<file path="src/rtl/apq_pkg.sv">
// ----------------------------------------------------------------------------
// apq_pkg
// Shared types and constants for the array priority queue unit.
// ----------------------------------------------------------------------------
`default_nettype none

package apq_pkg;

	// defaults for the top level parameters
	localparam int DEPTH_DEF    = 8;
	localparam int PRI_BITS_DEF = 8;

	// fixed field widths
	localparam int VALUE_W  = 32;
	localparam int PRI_IN_W = 8;
	localparam int STATUS_W = 2;
	localparam int FILL_W   = 4;

	// command queue between front and back
	localparam int QUEUE_DEPTH = 2;

	typedef enum logic {
		OP_ENQ = 1'b0,
		OP_DEQ = 1'b1
	} op_t;

	typedef enum logic [STATUS_W-1:0] {
		ST_OK        = 2'd0,
		ST_OVERFLOW  = 2'd1,
		ST_UNDERFLOW = 2'd2
	} status_t;

	typedef enum logic [1:0] {
		S_IDLE,
		S_SCAN,
		S_SHIFT,
		S_DONE
	} back_state_t;

	// one classified request
	typedef struct packed {
		op_t                 op;
		logic [VALUE_W-1:0]  value;
		logic [PRI_IN_W-1:0] pri;
	} cmd_t;

	// command queue status seen by front and back
	typedef struct packed {
		logic full;
		logic empty;
	} q_status_t;

endpackage

`default_nettype wire

</file>
<file path="src/rtl/apq_front.sv">
// ----------------------------------------------------------------------------
// apq_front
// Request stage: registers each request, decodes its operation, masks the
// priority to the stored width and hands it to the command queue.
// ----------------------------------------------------------------------------
`default_nettype none

module apq_front #(
	parameter int PRIORITY_BITS = apq_pkg::PRI_BITS_DEF
) (
	input  logic                                clk,
	input  logic                                arst_n,
	input  logic                                req_valid,
	output logic                                req_stall,
	input  logic                                operation,
	input  logic signed [apq_pkg::VALUE_W-1:0]  item_value,
	input  logic        [apq_pkg::PRI_IN_W-1:0] item_priority,
	output apq_pkg::cmd_t                       cmd,
	output logic                                cmd_valid,
	input  apq_pkg::q_status_t                  q_status
);
	import apq_pkg::*;

	localparam logic [PRI_IN_W-1:0] PRI_MASK = (PRIORITY_BITS >= PRI_IN_W) ? '1 :
		PRI_IN_W'((1 << PRIORITY_BITS) - 1);

	logic valid_s1;
	cmd_t cmd_s1;

	// hold the stage while the queue is full
	assign req_stall = valid_s1 && q_status.full;

	always_ff @(posedge clk or negedge arst_n) begin
		if (!arst_n) begin
			valid_s1 <= 1'b0;
		end else if (!req_stall) begin
			valid_s1 <= req_valid;
		end
	end

	// capture and classify the request
	always_ff @(posedge clk) begin
		if (req_valid && !req_stall) begin
			cmd_s1.op    <= op_t'(operation);
			cmd_s1.value <= item_value;
			cmd_s1.pri   <= item_priority & PRI_MASK;
		end
	end

	assign cmd       = cmd_s1;
	assign cmd_valid = valid_s1;

endmodule

`default_nettype wire

</file>
<file path="src/rtl/apq_cmd_queue.sv">
// ----------------------------------------------------------------------------
// apq_cmd_queue
// Small command FIFO that decouples the request stage from the execution
// engine.
// ----------------------------------------------------------------------------
`default_nettype none

module apq_cmd_queue (
	input  logic               clk,
	input  logic               arst_n,
	input  logic               push_valid,
	input  apq_pkg::cmd_t      push_cmd,
	input  logic               pop,
	output apq_pkg::cmd_t      head_cmd,
	output apq_pkg::q_status_t q_status
);
	import apq_pkg::*;

	localparam int PTR_W = (QUEUE_DEPTH > 1) ? $clog2(QUEUE_DEPTH) : 1;
	localparam int CNT_W = $clog2(QUEUE_DEPTH + 1);

	cmd_t             entries_q [QUEUE_DEPTH];
	logic [PTR_W-1:0] wr_ptr_q;
	logic [PTR_W-1:0] rd_ptr_q;
	logic [CNT_W-1:0] fill_q;
	logic             push;
	logic             do_pop;

	assign q_status.full  = (fill_q == CNT_W'(QUEUE_DEPTH));
	assign q_status.empty = (fill_q == '0);
	assign push           = push_valid && !q_status.full;
	assign do_pop         = pop && !q_status.empty;
	assign head_cmd       = entries_q[rd_ptr_q];

	// advance pointers and fill count
	always_ff @(posedge clk or negedge arst_n) begin
		if (!arst_n) begin
			wr_ptr_q <= '0;
			rd_ptr_q <= '0;
			fill_q   <= '0;
		end else begin
			if (push) begin
				wr_ptr_q <= (wr_ptr_q == PTR_W'(QUEUE_DEPTH - 1)) ? '0 : wr_ptr_q + PTR_W'(1);
			end
			if (do_pop) begin
				rd_ptr_q <= (rd_ptr_q == PTR_W'(QUEUE_DEPTH - 1)) ? '0 : rd_ptr_q + PTR_W'(1);
			end
			if (push && !do_pop) begin
				fill_q <= fill_q + CNT_W'(1);
			end else if (!push && do_pop) begin
				fill_q <= fill_q - CNT_W'(1);
			end
		end
	end

	// store the pushed command
	always_ff @(posedge clk) begin
		if (push) begin
			entries_q[wr_ptr_q] <= push_cmd;
		end
	end

endmodule

`default_nettype wire

</file>
<file path="src/rtl/apq_back.sv">
// ----------------------------------------------------------------------------
// apq_back
// Execution engine: owns the entry store, appends on enqueue, scans for the
// highest priority and closes the gap on dequeue, and drives the result
// register.
// ----------------------------------------------------------------------------
`default_nettype none

module apq_back #(
	parameter int DEPTH         = apq_pkg::DEPTH_DEF,
	parameter int PRIORITY_BITS = apq_pkg::PRI_BITS_DEF
) (
	input  logic                                clk,
	input  logic                                arst_n,
	input  apq_pkg::cmd_t                       cmd,
	input  logic                                cmd_avail,
	output logic                                cmd_pop,
	output logic                                res_valid,
	input  logic                                res_stall,
	output logic signed [apq_pkg::VALUE_W-1:0]  out_value,
	output logic        [apq_pkg::PRI_IN_W-1:0] out_priority,
	output logic        [apq_pkg::STATUS_W-1:0] status,
	output logic        [apq_pkg::FILL_W-1:0]   fill_level
);
	import apq_pkg::*;

	localparam int AW    = $clog2(DEPTH);
	localparam int CW    = $clog2(DEPTH + 1);
	localparam int PRI_W = (PRIORITY_BITS < PRI_IN_W) ? PRIORITY_BITS : PRI_IN_W;
	localparam int ENT_W = VALUE_W + PRI_W;

	back_state_t state_q, state_d;

	// entry store
	logic [ENT_W-1:0] mem [DEPTH];
	logic [ENT_W-1:0] rdata_q;
	logic             rd_en;
	logic [AW-1:0]    rd_addr;
	logic             wr_en;
	logic [AW-1:0]    wr_addr;
	logic [ENT_W-1:0] wr_data;

	logic [CW-1:0]    count_q;
	logic [CW-1:0]    issue_q;
	logic             rvalid_q;
	logic [AW-1:0]    ridx_q;
	logic [AW-1:0]    last_idx;

	logic [AW-1:0]      best_idx_q;
	logic [PRI_W-1:0]   best_pri_q;
	logic [VALUE_W-1:0] best_val_q;
	logic [PRI_W-1:0]   rd_pri;
	logic [VALUE_W-1:0] rd_val;
	logic               take;
	logic [AW-1:0]      best_idx_nx;

	logic [VALUE_W-1:0]  res_val_q;
	logic [PRI_IN_W-1:0] res_pri_q;
	status_t             res_status_q;
	logic [FILL_W-1:0]   res_fill_q;

	logic                out_valid_q;
	logic [VALUE_W-1:0]  out_val_q;
	logic [PRI_IN_W-1:0] out_pri_q;
	status_t             out_status_q;
	logic [FILL_W-1:0]   out_fill_q;

	logic full;
	logic scan_last;
	logic shift_done;
	logic out_free;

	assign full     = (count_q == CW'(DEPTH));
	assign last_idx = AW'(count_q - CW'(1));
	assign rd_pri   = rdata_q[PRI_W-1:0];
	assign rd_val   = rdata_q[ENT_W-1:PRI_W];
	assign out_free = !out_valid_q || !res_stall;

	// keep the earliest entry on equal priority
	assign take        = rvalid_q && ((ridx_q == '0) || (rd_pri > best_pri_q));
	assign best_idx_nx = take ? ridx_q : best_idx_q;

	assign scan_last  = (state_q == S_SCAN) && rvalid_q && (ridx_q == last_idx);
	assign shift_done = (state_q == S_SHIFT) && !rd_en && !rvalid_q;

	// next state
	always_comb begin
		state_d = state_q;
		case (state_q)
			S_IDLE: begin
				if (cmd_avail) begin
					if (cmd.op == OP_DEQ && count_q != '0) begin
						state_d = S_SCAN;
					end else begin
						state_d = S_DONE;
					end
				end
			end
			S_SCAN: begin
				if (scan_last) begin
					state_d = S_SHIFT;
				end
			end
			S_SHIFT: begin
				if (shift_done) begin
					state_d = S_DONE;
				end
			end
			S_DONE: begin
				if (out_free) begin
					state_d = S_IDLE;
				end
			end
			default: state_d = S_IDLE;
		endcase
	end

	// store port controls
	always_comb begin
		cmd_pop = 1'b0;
		rd_en   = 1'b0;
		rd_addr = issue_q[AW-1:0];
		wr_en   = 1'b0;
		wr_addr = count_q[AW-1:0];
		wr_data = {cmd.value, cmd.pri[PRI_W-1:0]};
		case (state_q)
			S_IDLE: begin
				cmd_pop = cmd_avail;
				wr_en   = cmd_avail && (cmd.op == OP_ENQ) && !full;
			end
			S_SCAN: begin
				rd_en = (issue_q < count_q);
			end
			S_SHIFT: begin
				rd_en   = (issue_q < count_q);
				wr_en   = rvalid_q;
				wr_addr = ridx_q - AW'(1);
				wr_data = rdata_q;
			end
			default: begin
				cmd_pop = 1'b0;
			end
		endcase
	end

	// read and write the entry store
	always_ff @(posedge clk) begin
		if (rd_en) begin
			rdata_q <= mem[rd_addr];
		end
		if (wr_en) begin
			mem[wr_addr] <= wr_data;
		end
	end

	// control registers
	always_ff @(posedge clk or negedge arst_n) begin
		if (!arst_n) begin
			state_q     <= S_IDLE;
			count_q     <= '0;
			issue_q     <= '0;
			rvalid_q    <= 1'b0;
			out_valid_q <= 1'b0;
		end else begin
			state_q  <= state_d;
			rvalid_q <= rd_en;
			if (cmd_pop) begin
				issue_q <= '0;
			end else if (scan_last) begin
				issue_q <= CW'(best_idx_nx) + CW'(1);
			end else if (rd_en) begin
				issue_q <= issue_q + CW'(1);
			end
			if (wr_en && state_q == S_IDLE) begin
				count_q <= count_q + CW'(1);
			end else if (shift_done) begin
				count_q <= count_q - CW'(1);
			end
			if (state_q == S_DONE && out_free) begin
				out_valid_q <= 1'b1;
			end else if (!res_stall) begin
				out_valid_q <= 1'b0;
			end
		end
	end

	// scan tracking and result capture
	always_ff @(posedge clk) begin
		ridx_q <= rd_addr;
		if (state_q == S_SCAN && take) begin
			best_idx_q <= ridx_q;
			best_pri_q <= rd_pri;
			best_val_q <= rd_val;
		end
		if (cmd_pop) begin
			res_val_q <= '0;
			res_pri_q <= '0;
			if (cmd.op == OP_ENQ) begin
				res_status_q <= full ? ST_OVERFLOW : ST_OK;
				res_fill_q   <= full ? FILL_W'(count_q) : FILL_W'(count_q + CW'(1));
			end else if (count_q == '0) begin
				res_status_q <= ST_UNDERFLOW;
				res_fill_q   <= '0;
			end
		end else if (shift_done) begin
			res_val_q    <= best_val_q;
			res_pri_q    <= PRI_IN_W'(best_pri_q);
			res_status_q <= ST_OK;
			res_fill_q   <= FILL_W'(count_q - CW'(1));
		end
		if (state_q == S_DONE && out_free) begin
			out_val_q    <= res_val_q;
			out_pri_q    <= res_pri_q;
			out_status_q <= res_status_q;
			out_fill_q   <= res_fill_q;
		end
	end

	assign res_valid    = out_valid_q;
	assign out_value    = out_val_q;
	assign out_priority = out_pri_q;
	assign status       = out_status_q;
	assign fill_level   = out_fill_q;

endmodule

`default_nettype wire

</file>
<file path="src/rtl/array_priority_queue_unit.sv">
// ----------------------------------------------------------------------------
// array_priority_queue_unit
// Unsorted array priority queue with one result per request.
// ----------------------------------------------------------------------------
// Every request (enqueue or dequeue) returns exactly one result, in request
// order. An enqueue passes through the request stage and the command queue,
// is appended at the tail of the entry store and then loads the result
// register. A dequeue reads every entry of the entry store to find the
// highest priority, then moves each later entry up one place, reading it
// through the read port and writing it back through the write port. The
// engine works on one command at a time; the two-entry command queue keeps
// taking requests, until it is full, while the engine works or a result
// waits on res_stall. The entry store needs no clearing after reset.
// ----------------------------------------------------------------------------
`default_nettype none

module array_priority_queue_unit #(
	parameter int DEPTH         = apq_pkg::DEPTH_DEF,
	parameter int PRIORITY_BITS = apq_pkg::PRI_BITS_DEF
) (
	input  logic                                clk,
	input  logic                                arst_n,
	input  logic                                req_valid,
	output logic                                req_stall,
	input  logic                                operation,
	input  logic signed [apq_pkg::VALUE_W-1:0]  item_value,
	input  logic        [apq_pkg::PRI_IN_W-1:0] item_priority,
	output logic                                res_valid,
	input  logic                                res_stall,
	output logic signed [apq_pkg::VALUE_W-1:0]  out_value,
	output logic        [apq_pkg::PRI_IN_W-1:0] out_priority,
	output logic        [apq_pkg::STATUS_W-1:0] status,
	output logic        [apq_pkg::FILL_W-1:0]   fill_level
);
	import apq_pkg::*;

	cmd_t      front_cmd;
	logic      front_valid;
	cmd_t      head_cmd;
	q_status_t q_status;
	logic      cmd_pop;

	// accept and classify requests
	apq_front #(
		.PRIORITY_BITS(PRIORITY_BITS)
	) u_front (
		.clk          (clk),
		.arst_n       (arst_n),
		.req_valid    (req_valid),
		.req_stall    (req_stall),
		.operation    (operation),
		.item_value   (item_value),
		.item_priority(item_priority),
		.cmd          (front_cmd),
		.cmd_valid    (front_valid),
		.q_status     (q_status)
	);

	// decouple front and back
	apq_cmd_queue u_queue (
		.clk       (clk),
		.arst_n    (arst_n),
		.push_valid(front_valid),
		.push_cmd  (front_cmd),
		.pop       (cmd_pop),
		.head_cmd  (head_cmd),
		.q_status  (q_status)
	);

	// execute commands against the entry store
	apq_back #(
		.DEPTH        (DEPTH),
		.PRIORITY_BITS(PRIORITY_BITS)
	) u_back (
		.clk         (clk),
		.arst_n      (arst_n),
		.cmd         (head_cmd),
		.cmd_avail   (!q_status.empty),
		.cmd_pop     (cmd_pop),
		.res_valid   (res_valid),
		.res_stall   (res_stall),
		.out_value   (out_value),
		.out_priority(out_priority),
		.status      (status),
		.fill_level  (fill_level)
	);

endmodule

`default_nettype wire

</file>
<file path="config.mk">
export PLATFORM = sky130hd
export DESIGN_NAME = array_priority_queue_unit
export DESIGN_NICKNAME = d
export VERILOG_FILES = /design/src/rtl/apq_pkg.sv /design/src/rtl/apq_front.sv /design/src/rtl/apq_cmd_queue.sv /design/src/rtl/apq_back.sv /design/src/rtl/array_priority_queue_unit.sv
export SDC_FILE = /design/constraint.sdc
export NUM_CORES = 1
export LEC_CHECK = 0
export ABC_AREA = 1
export BUFFER_PORTS_ARGS = -buffer_cell sky130_fd_sc_hd__buf_2
export CORE_UTILIZATION = 66
export CTS_CLUSTER_DIAMETER = 30
export CTS_CLUSTER_SIZE = 8
export DETAILED_ROUTE_END_ITERATION = 8
export PLACE_DENSITY = 0.84
export SLEW_MARGIN = 10
export SYNTH_ARGS = -nofsm -noshare
export SYNTH_HDL_FRONTEND = slang
export SYNTH_SLANG_ARGS = --single-unit
</file>
<file path="constraint.sdc">
create_clock -name clk -period 5.9 [get_ports clk]
set_input_delay 0.295 -clock clk [delete_from_list [all_inputs] [get_ports clk]]
set_output_delay 0.295 -clock clk [all_outputs]
set_load 0.005 [all_outputs]
</file>
Word level (Yosys, flattened, before mapping)
Memories as Yosys holds them, arrays and structs flattened. A register that Yosys moved wholly into a read port is not among the register bits.
Index checks and enable logic that the tools add are counted.
{ "op_classes": {"addsub": 9, "mul": 0, "div": 0, "n_lt_le_gt_ge": 2, "eq_ne": 12, "shifts": 0, "n_mux": 36, "bitwise_logic": 1, "n_reduce_logical": 41} }
{ "ops": {"columns": ["op", "n"], "rows": [
  ["40-bit two-way mux", 1],
  ["4-bit two-way mux", 9],
  ["2-bit two-way mux", 11],
  ["1-bit logical AND", 17],
  ["1-bit two-way mux", 11],
  ["1-bit zero test", 10],
  ["4-bit by 1-bit adder with 4-bit output, second input constant", 2],
  ["8-bit > comparator", 1],
  ["2-bit by 1-bit != test with 1-bit output, second input constant", 4],
  ["2-bit one-hot mux with 4 select lines", 1],
  ["2-bit equality test, second input constant", 3],
  ["3-bit two-way mux", 2],
  ["2-bit nonzero test", 3],
  ["3-bit by 1-bit adder with 4-bit output, second input constant", 1],
  ["4-bit equality test, second input constant", 1],
  ["2-bit zero test", 2],
  ["4-bit zero test", 1],
  ["4-bit less-than comparator", 1],
  ["4-bit AND reduction", 1],
  ["4-bit nonzero test", 1],
  ["4-bit by 1-bit subtractor with 4-bit output, second input constant", 1],
  ["3-bit equality test", 1],
  ["3-bit zero test", 1],
  ["3-bit != test, second input constant", 1],
  ["12 further kinds", 14]
]} }
{ "totals": {"ff_bits": 196, "latch_bits": 0, "ramBits": 402, "romBits": 0, "input_bits": 45, "elab_cells": 127, "memories": 2} }
{ "memory_table": {"columns": ["name", "words", "width", "rd", "rd_clocked_by_memory_dff", "write_ports", "line", "source"], "rows": [
  ["u_back.mem", 8, 40, 1, 1, 1, "apq_back.sv:35", "logic [ENT_W-1:0] mem [DEPTH];"],
  ["u_queue.entries_q", 2, 41, 1, 0, 1, "apq_cmd_queue.sv:22", "cmd_t entries_q [QUEUE_DEPTH];"]
]} }

Longest topological paths before layout
Gate-level depths: netlist of the first run.
{ "logic_depth": {"word_depth": 8, "mapped_depth": 19} }

Modules after synthesis
A second synthesis of the first run with hierarchy kept.
{ "hier_totals": {"cells_unflattened": 1850, "area_unflattened_um2": 24181.9} }
{ "modules_own_cells": {"columns": ["module", "instances", "cells_per_inst", "area_per_inst_um2"], "rows": [
  ["apq_back", 1, 1556, 19673.9],
  ["apq_cmd_queue", 1, 246, 3228.1],
  ["apq_front", 1, 47, 1276.2],
  ["array_priority_queue_unit", 1, 1, 3.8]
]} }

Least setup slack after synthesis of the first run
OpenSTA, ideal clock, no wires.
{ "synth_timing": {"path_type": "flip-flop to flip-flop", "start": "register u_back.state_q[0]", "end": "memory u_back.mem[0][0] in the netlist's numbering, enable pin", "setup_ns": 0.437, "arrival_time_ns": 3.292, "t_required_ns": 5.463, "slack_ns": 2.170, "path_stages_with_launch": 12, "n_path_buf": 0, "period_less_slack_ns": 3.730, "cell_sequence": "dfrtp_1 > inv_1 > ha_1 > inv_2 > nor2_2 > inv_2 > nor2_4 > nand2_2 > o21ai_2 > inv_2 > or2_1 > nor2_1"} }
{ "synth_via": {"elab_chain_len": 4, "word_cells_on_any_way": 6, "classes_between": "eq/ne (1); mux (4); reduce/logical (1)"} }
{ "synth_rtl": {"columns": ["item", "line", "source"], "rows": [
  ["start, declared", "apq_back.sv:32", "back_state_t state_q, state_d;"],
  ["start signal, assigned", "apq_back.sv:165", "state_q <= state_d;"],
  ["2-bit equality test / 2-bit zero test (equally long branches)", "apq_back.sv:126", "case (state_q)"],
  ["1-bit one-hot mux with 2 select lines", "apq_back.sv:126", null],
  ["1-bit two-way mux", "apq_back.sv:151", "if (wr_en) begin"],
  ["1-bit two-way mux (not written as such)", "apq_back.sv:152", "mem[wr_addr] <= wr_data;"],
  ["end, declared", "apq_back.sv:35", null]
]} }
Several ways; a longest one is shown, not always the timed one.

Final worst setup path of the first run
{ "layout_timing": {"start": "register u_back.state_q[1]", "end": "memory u_back.mem[2][18] in the netlist's numbering, enable pin"} }
The elaborated chain is that of the path after synthesis.

==> metrics.csv, run 1 <==
metric;value;unit
pins_over_slew_limit;0;
gr-usage-all-layers;32.6;%
grt_remaining_overflow;0;
drt_first_pass_iters;8;
min_path_type;input pin to asynchronous set/reset pin;
placementRows;69;
finalSetupViolCount;0;
relSlewSlack;25.5;%
die_w;192;µm
area_delta_synth_final;20.7;%
finalSetupTns;0;ns
crit_path_launch_type;flip-flop;
peak_clock_frequency_supported_by_timing;0.252;GHz
power_frac_clock;50.3;%
synth.avg_cell_area;13.6;µm²
p_sw;0.00264;W
syn-instance-count;1758;
cp-end-kind;flip-flop;
finalWeightedCongestion;0.853;
placed_area;24800;µm²
drt_first_iter_violations;2316;
worstPathRequired;6.19;ns
vdd_drop_max;0.279;mV
dominantRegCellSynth;edfxtp_1;
avgViaCountPerCell;6.35;
run_status;finished, final reports clean;
post_cts_sizing_count;0;
power.density_cell_area;418;nW/µm²
netlist_area;23800;µm²
count_of_cell_types_in_the_netlist;39;
wl_per_cell;23.8;µm
cell_internal_pwr;0.00938;W
switching_share_of_power;22.0;%
synth.yosys.warnings;0;
cts.clk_slew.worst_paths;0.05;ns
cap_viol_max_count;0;
worst-endpoint-arrival;4.26;ns
layout_min_cycle_time;3.97;ns
synth.yosys.seq_area_share;78.2;%
floorplan.io_pins;93;
yosys_register_bits;638;
grt_start_max_net_pins;136;
buffer_cell_driving_the_clock_tree_root;clkbuf_16;
final_common_cell;edfxtp_1;
report.final.hold_viol_count;0;
worstSkewPairLatency;0.65;ns
postRouteWirelength;59.1;mm
grt_pass1_vias;15800;
cts_setup_buffers;0;
register_share_of_total_power;45.4;%
p_leak;10.6;nW
cts_tree;done;
ctsHtreeMaxLevel;3;
grt_antenna_before_repair;1;
final_nets;2002;
route.vias.total;15800;
cts-hold-fix-buffers;44;
floorplan.die.height;192;µm
cts.path.max_buffers;3;
fill_cells;1658;
coreArea;35600;µm²
post-route-period-util;67.3;%
tightestPinTransition;1.12;ns
fin_worst_skew;0.0223;ns
initial_utilization;67.0;%
layout-drive-gt1-share;15.5;%
dieArea;36900;µm²
number_of_remaining_drc_errors;0;
synth_enable_flop_cells;578;
cts-buffers-inserted;110;
cts.sink_count;638;
numPortBuffers;92;
antenna_violating_nets_post_route;0;
dp.final_hpwl;29.4;mm
synthesis.nets;1824;
rsz_0062_raised_after_global_routing;no;
critPathMaxFanout;48;
insertedDiodeCount;0;
final_area;28800;µm²
post_synth_arst_share;2.66;%
comb_power_share;4.3;%
critical_path_class;flip-flop to flip-flop;
wire_length_of_the_first_global_routing_pass;89.0;mm
most_frequent_cells_in_the_layout;edfxtp_1, nor2_1, o21ai_0;
metrics by stage:
| stage | util [%] | setup WS [ns] | hold WS [ns] | total power (W) | instances |
|---|---|---|---|---|---|
| detailed placement | 69.6 | 2.14 | 0.280 | 0.00600 | 2240 |
| CTS | 80.8 | 2.01 | 0.165 | 0.0120 | 2484 |
| global route | 80.8 | 1.84 | 0.205 | 0.0123 | 2485 |
| global placement | 69.6 | 2.33 | 0.272 | 0.00595 | 2240 |
| floorplan | - | 2.17 | -0.000591 | 0.00576 | 1758 |
| finish | 80.8 | 1.93 | 0.164 | 0.0120 | 2485 |
routing by layer:
metal	global-route usage, %	vias to the layer above	wire, µm
met5	0	-	10
met4	15.8	2	2310
met3	7.22	190	6470
met2	53.2	1198	29100
met1	42.0	7671	21100
li1	-	6721	-
final cells by class:
cell class / instances / area [µm²] / area share [%]
clock inverters: 49 / 507 / 1.76
multi-input cells: 972 / 4700 / 16.3
flip-flops and latches: 638 / 18600 / 64.9
repair buffers: 159 / 1090 / 3.78
well taps: 461 / 577 / 2.01
clock buffers: 151 / 3030 / 10.5
inverters: 55 / 209 / 0.727
final timing paths:
kind | cells after the start | slack (ns) | to | start
hold reg to reg | 0 | 0.42 | u_back.fill_level[0] | u_back.res_fill_q[0]
setup / recovery | 12 | 1.93 | u_back.mem[2][18] | u_back.state_q[1]
min in group clk | 2 | 0.36 | u_front.cmd[38] | item_value[30]
max in group asynchronous | 2 | 5.34 | u_back.issue_q[0] | arst_n
setup reg to reg | 12 | 1.93 | u_back.mem[2][18] | u_back.state_q[1]
hold / removal | 2 | 0.16 | u_front.cmd_valid | arst_n
cells in the mapped netlist (3+ instances only):
master	count	area, µm²
nor2_1	414	1550
a31oi_1	40	250
inv_2	11	41.3
xnor2_1	3	26.3
buf_4	3	22.5
clkbuf_1	64	240
ha_1	21	263
nand3_1	11	55.1
nand2_1	95	357
a21oi_1	95	475
buf_2	16	80.1
dfrtp_1	17	425
o21ai_0	210	1050
o22ai_1	44	275
o21ai_1	5	25.0
inv_1	41	154
buf_1	10	37.5
nand2_2	5	31.3
edfxtp_1	578	17400
dfxtp_1	43	861
xor2_1	6	52.6
power by group through the flow:
stage | Clock [W] | Sequential [W] | Combinational, W
2_1_floorplan | 0 | 0.00550 | 0.000262
3_3_place_gp | 0 | 0.00551 | 0.000442
3_5_place_dp | 0 | 0.00552 | 0.000475
4_1_cts | 0.00604 | 0.00545 | 0.000510
5_1_grt | 0.00626 | 0.00547 | 0.000548
6_report | 0.00605 | 0.00545 | 0.000521
flip-flops by register name, summed over array words and instances, names as in the netlist, 8 cells and up:
signal and flops:
u_back.out_value 32, u_back.best_val_q 32, u_back.res_pri_q 8, u_back.rdata_q 40, u_back.res_val_q 32, u_queue.entries_q 82
u_back.best_pri_q 8, u_front.cmd 41, u_back.out_priority 8, u_back.mem 320
kinds of logic after synthesis:
| family | synth area share [%] |
|---|---|
| xor gates and xnor gates | 0.331 |
| buffers and inverters | 2.47 |
| adders and majority gates | 1.10 |
| AOI/OAI and AO/OA | 9.06 |
| DFF | 78.2 |
| and+or+nand+nor | 8.81 |
critical path, stage by stage (launching register included):
cell and delay, ns:
dfrtp_1 0.42, inv_1 0.11, ha_1 0.26, inv_2 0.09, nor2_2 0.25, inv_2 0.40, nor2_4 0.24, nand2_2 0.10
o21ai_2 0.08, inv_2 0.10, or2_1 0.38, nor2_4 0.72, buf_4 0.45
Note: power is estimated with default switching activity, not from simulation.
==> run 2, diff against run 1 <==
--- a/config.mk
+++ b/config.mk
@@ -7,11 +7,11 @@
 export LEC_CHECK = 0
 export ABC_AREA = 1
 export BUFFER_PORTS_ARGS = -buffer_cell sky130_fd_sc_hd__buf_2
-export CORE_UTILIZATION = 66
+export CORE_UTILIZATION = 61
 export CTS_CLUSTER_DIAMETER = 30
 export CTS_CLUSTER_SIZE = 8
 export DETAILED_ROUTE_END_ITERATION = 8
-export PLACE_DENSITY = 0.84
+export PLACE_DENSITY = 0.79
 export SLEW_MARGIN = 10
 export SYNTH_ARGS = -nofsm -noshare
 export SYNTH_HDL_FRONTEND = slang
==> constraint.sdc (replaced) <==
create_clock -name clk -period 3.8 [get_ports clk]
set_input_delay 0.19 -clock clk [delete_from_list [all_inputs] [get_ports clk]]
set_output_delay 0.19 -clock clk [all_outputs]
set_load 0.005 [all_outputs]
==> metrics.csv, run 2 (synthesis results as in run 1) <==
metric;value;unit
rsz_0062_raised_after_global_routing;no;
place_worst_setup_slack;0.496;ns
cts_setup_buffers;0;
antenna_violating_nets_post_route;0;
route.vias.total;15200;
finalSetupViolCount;0;
grt_remaining_overflow;0;
postRouteWirelength;56.1;mm
grt_antenna_before_repair;0;
finalSetupTns;0;ns
layout_min_cycle_time;3.42;ns
power.density_cell_area;652;nW/µm²
cp-end-kind;flip-flop;
grt_util_met3;6.53;%
pins_over_slew_limit;0;
initial_utilization;61.8;%
buffer_cell_driving_the_clock_tree_root;clkbuf_16;
top_register;u_back.mem;
placementRows;72;
dp.final_hpwl;28.8;mm
area_delta_synth_final;22.8;%
cts.clk_slew.worst_paths;0.05;ns
busiest_layer;met2;
coreArea;38600;µm²
floorplan.die.height;200;µm
post_cts_sizing_count;0;
post-route-period-util;90.1;%
grt_start_max_net_pins;93;
crit_path_launch_type;flip-flop;
vdd_drop_max;0.435;mV
floorplan.io_pins;93;
avgViaCountPerCell;5.95;
most_frequent_cells_in_the_layout;edfxtp_1, nor2_1, o21ai_0;
drt_first_pass_iters;6;
wire_length_of_the_first_global_routing_pass;84.7;mm
finalWeightedCongestion;0.905;
final_common_cell;edfxtp_1;
grtUsageMet2;47.1;%
die_w;200;µm
gr-usage-all-layers;28.8;%
cts.path.max_buffers;3;
worstPathRequired;4.06;ns
tightestPinTransition;1.04;ns
insertedDiodeCount;0;
run_status;finished, final reports clean;
worstSkewPairLatency;0.64;ns
ctsHtreeMaxLevel;3;
finalCoreUtilization;75.9;%
critical_path_class;flip-flop to flip-flop;
cap_viol_max_count;0;
layout-drive-gt1-share;16.1;%
peak_clock_frequency_supported_by_timing;0.292;GHz
largest_reg_flops;320;
dieArea;39900;µm²
cts_tree;done;
cts-hold-fix-buffers;44;
p_leak;10.7;nW
grt_pass1_vias;15500;
fin_worst_skew;0.0219;ns
critPathMaxFanout;40;
relSlewSlack;30.9;%
wl_per_cell;21.9;µm
cts.sink_count;638;
report.final.hold_viol_count;0;
timing.final.ws_setup;0.377;ns
worst-endpoint-arrival;3.68;ns
drt_first_iter_violations;2169;
gr-usage-met1;36.2;%
number_of_remaining_drc_errors;0;
min_path_type;input pin to asynchronous set/reset pin;
cts-buffers-inserted;115;
final_nets;2016;
numPortBuffers;92;
-- run 2: cell types whose count changed in the layout (fill, tap and decap cells not counted), moves of 3 or more --
cell	change
clkinvlp_4	+3
clkinv_1	+4
clkbuf_16	+8
clkinv_2	-7
clkinv_8	+3
buf_12	+9
-- run 2: stage by stage --
| stage | instance area [µm²] | instances | power [W] | hold WS, ns |
|---|---|---|---|---|
| global route | 29300 | 2562 | 0.0196 | 0.0924 |
| global placement | 25000 | 2307 | 0.00926 | 0.138 |
| floorplan | 23800 | 1758 | 0.00894 | -0.106 |
| CTS | 29300 | 2562 | 0.0191 | 0.0326 |
| detailed placement | 25000 | 2307 | 0.00930 | 0.155 |
| finish | 29300 | 2562 | 0.0191 | 0.0336 |
-- run 2: worst paths after layout --
check	startpoint	endpoint	cells after the start	slack, ns
worst max-delay path	u_back.state_q[0]	u_back.mem[7][9]	7	0.38
worst min-delay path	arst_n	u_back.count_q[3]	2	0.03
worst max register to register	u_back.state_q[0]	u_back.mem[7][9]	7	0.38
worst min register to register	u_back.res_fill_q[3]	u_back.fill_level[3]	0	0.42
max in group asynchronous	arst_n	u_back.issue_q[0]	2	3.42
min in group clk	item_value[23]	u_front.cmd[31]	2	0.25
-- run 2: layer usage --
layer / wire length [µm] / vias to the layer above
li1: - / 6756
met1: 20600 / 7327
met4: 2180 / 0
met2: 27700 / 984
met3: 5690 / 165
met5: 0 / -
-- run 2: area by class of cell --
type / count / area (µm²)
sequential: 638 / 18600
fill: 2150 / 9300
multi-input combinational: 972 / 4700
clock buffer: 159 / 3230
timing repair buffer: 168 / 1270
tap: 518 / 648
clock inverter: 52 / 557
inverter: 55 / 209
-- run 2: power by group --
group	internal, W	switching [W]	leakage (nW)
Sequential	0.00833	0.000125	5.94
Clock	0.00654	0.00330	1.82
Combinational	0.000166	0.000614	2.97
Total	0.0150	0.00404	10.7
-- run 2: worst max-delay path, stage by stage, from the launching register on --
cell,delay (ns)
dfrtp_1,0.40
inv_1,0.13
ha_2,0.41
clkinv_1,0.60
o21ai_0,0.58
nand2_1,0.23
nor2_4,0.14
buf_4,0.53
==> run 3, diff against run 2 <==
--- a/config.mk
+++ b/config.mk
@@ -12,6 +12,7 @@
 export CTS_CLUSTER_SIZE = 8
 export DETAILED_ROUTE_END_ITERATION = 8
 export PLACE_DENSITY = 0.79
+export REMOVE_ABC_BUFFERS = 1
 export SLEW_MARGIN = 10
 export SYNTH_ARGS = -nofsm -noshare
 export SYNTH_HDL_FRONTEND = slang
==> metrics.csv, run 3 (synthesis results as in run 1) <==
metric;value;unit
gr-usage-all-layers;28.3;%
finalCoreUtilization;74.8;%
initial_utilization;61.8;%
r2r-end;u_back.mem[0][13];
route.vias.total;15300;
number_of_remaining_drc_errors;0;
floorplan.die.height;200;µm
p_leak;10.6;nW
grt_remaining_overflow;0;
finalSetupViolCount;0;
setup.reg_to_reg.worst_slack;0.76;ns
floorplan.io_pins;93;
die_w;200;µm
dp.final_hpwl;26.8;mm
cts_setup_buffers;0;
vdd_drop_max;0.371;mV
top_register;u_back.mem;
min_path_type;input pin to asynchronous set/reset pin;
post-route-period-util;79.9;%
drt_first_iter_violations;1838;
cpMaxStageDelayCell;dfrtp_2;
relSlewSlack;25.0;%
peak_clock_frequency_supported_by_timing;0.329;GHz
fin_worst_skew;0.0197;ns
final_area;28800;µm²
worst_path_most_repeated_cell;inv_2;
numPortBuffers;92;
area_delta_synth_final;21.0;%
crit_path_launch_type;flip-flop;
placed_area;24900;µm²
wl_per_cell;21.7;µm
drt_first_pass_iters;6;
insertedDiodeCount;0;
power.density_cell_area;642;nW/µm²
cts.sink_count;638;
cell_breakdown_of_the_critical_path;inv_2 -> or2_1 -> o21ai_2 -> inv_2 -> nor2_4 -> nand2_2 -> o21ai_2 -> inv_2 -> or2_1 -> nor2_4 -> buf_4;
rsz_0062_raised_after_global_routing;no;
cp-end-kind;flip-flop;
wire_length_of_the_first_global_routing_pass;83.9;mm
worstSkewPairLatency;0.63;ns
grt_pass1_vias;15600;
pins_over_slew_limit;0;
crit_family;simple AND/OR/NAND/NOR gates;
critical-path-max-stage-delay;0.75;ns
rr_startpoint;u_queue.rd_ptr_q;
most_frequent_cells_in_the_layout;edfxtp_1, nor2_1, o21ai_0;
tightestPinTransition;1.12;ns
postRouteWirelength;55.2;mm
largest_reg_flops;320;
buffer_cell_driving_the_clock_tree_root;clkbuf_16;
coreArea;38600;µm²
finalWeightedCongestion;0.872;
cp_bufs_invs;4;
report.final.hold_viol_count;0;
setup.worst_path.start;u_queue.rd_ptr_q;
worst-endpoint-arrival;3.28;ns
layout_min_cycle_time;3.04;ns
cts.path.max_buffers;3;
cap_viol_max_count;0;
layout-drive-gt1-share;15.6;%
cts_tree;done;
dieArea;39900;µm²
antenna_violating_nets_post_route;0;
ctsHtreeMaxLevel;3;
reg2reg_depth;11;
cts-buffers-inserted;108;
final_common_cell;edfxtp_1;
avgViaCountPerCell;6.03;
critical_path_class;flip-flop to flip-flop;
final_nets;2006;
placementRows;72;
grt_start_max_net_pins;93;
worstPathRequired;4.05;ns
run_status;finished, final reports clean;
critPathMaxFanout;40;
grt_antenna_before_repair;0;
cts.clk_slew.worst_paths;0.05;ns
-- run 3: cell count changes in the layout (fill, tap and decap cells not counted), moves of 4 or more --
cell	change
clkbuf_16	-10
buf_4	+6
clkinv_1	-13
buf_12	-9
clkbuf_1	+11
clkbuf_8	+4
-- run 3: area by class of cell --
| class | instances | area (µm²) |
|---|---|---|
| clock buffers | 164 | 3080 |
| clock inverters | 33 | 435 |
| fillers | 2177 | 9710 |
| inverters | 55 | 209 |
| multi-input cells | 972 | 4700 |
| flip-flops and latches | 638 | 18600 |
| well taps | 518 | 648 |
| repair buffers | 165 | 1130 |
-- run 3: timing repair --
action                                 CTS  global route
hold buffers                            44             0
endpoints found under the hold margin   60             0
resized for setup                        0             0
-- run 3: worst reg2reg max path: stages (launching register included) --
cell	delay [ns]
dfrtp_2	0.75
inv_2	0.06
or2_1	0.24
o21ai_2	0.11
inv_2	0.10
nor2_4	0.10
nand2_2	0.07
o21ai_2	0.08
inv_2	0.07
or2_1	0.36
nor2_4	0.12
buf_4	0.58
-- run 3: how the worst max path moves through the flow --
stage                                 endpoint  slack [ns]  cells after the start
after floorplan           u_back.res_fill_q[0]       -1.70                      7
after global placement       u_back.mem[0][13]        0.90                     11
after detailed placement     u_back.mem[6][33]        0.82                     11
after CTS                    u_back.mem[0][13]        0.79                     11
after global routing       u_back.res_pri_q[2]        0.59                     10
final                        u_back.mem[0][13]        0.76                     11
-- run 3: layer usage --
layer	wire length, µm	vias to the layer above	track usage, %
met3	4930	145	5.13
met1	20800	7519	36.7
met4	1690	0	13.7
li1	-	6725	-
met2	27700	947	46.5
met5	0	-	0
-- run 3: power breakdown --
part           total (W)  internal, W  switching [W]
combinational   0.000757     0.000159       0.000598
clock            0.00930      0.00613        0.00317
sequential       0.00846      0.00833       0.000130
-- run 3: through the flow --
step	cells	total power, W	worst slack, ns	setup TNS, ns	hold slack (ns)
floorplan	1665	0.00894	-1.70	-611.34	-0.106
global placement	2304	0.00923	0.901	0	0.145
detailed placement	2304	0.00928	0.819	0	0.156
CTS	2545	0.0186	0.795	0	0.0404
global route	2545	0.0190	0.588	0	0.0745
finish	2545	0.0185	0.762	0	0.0437
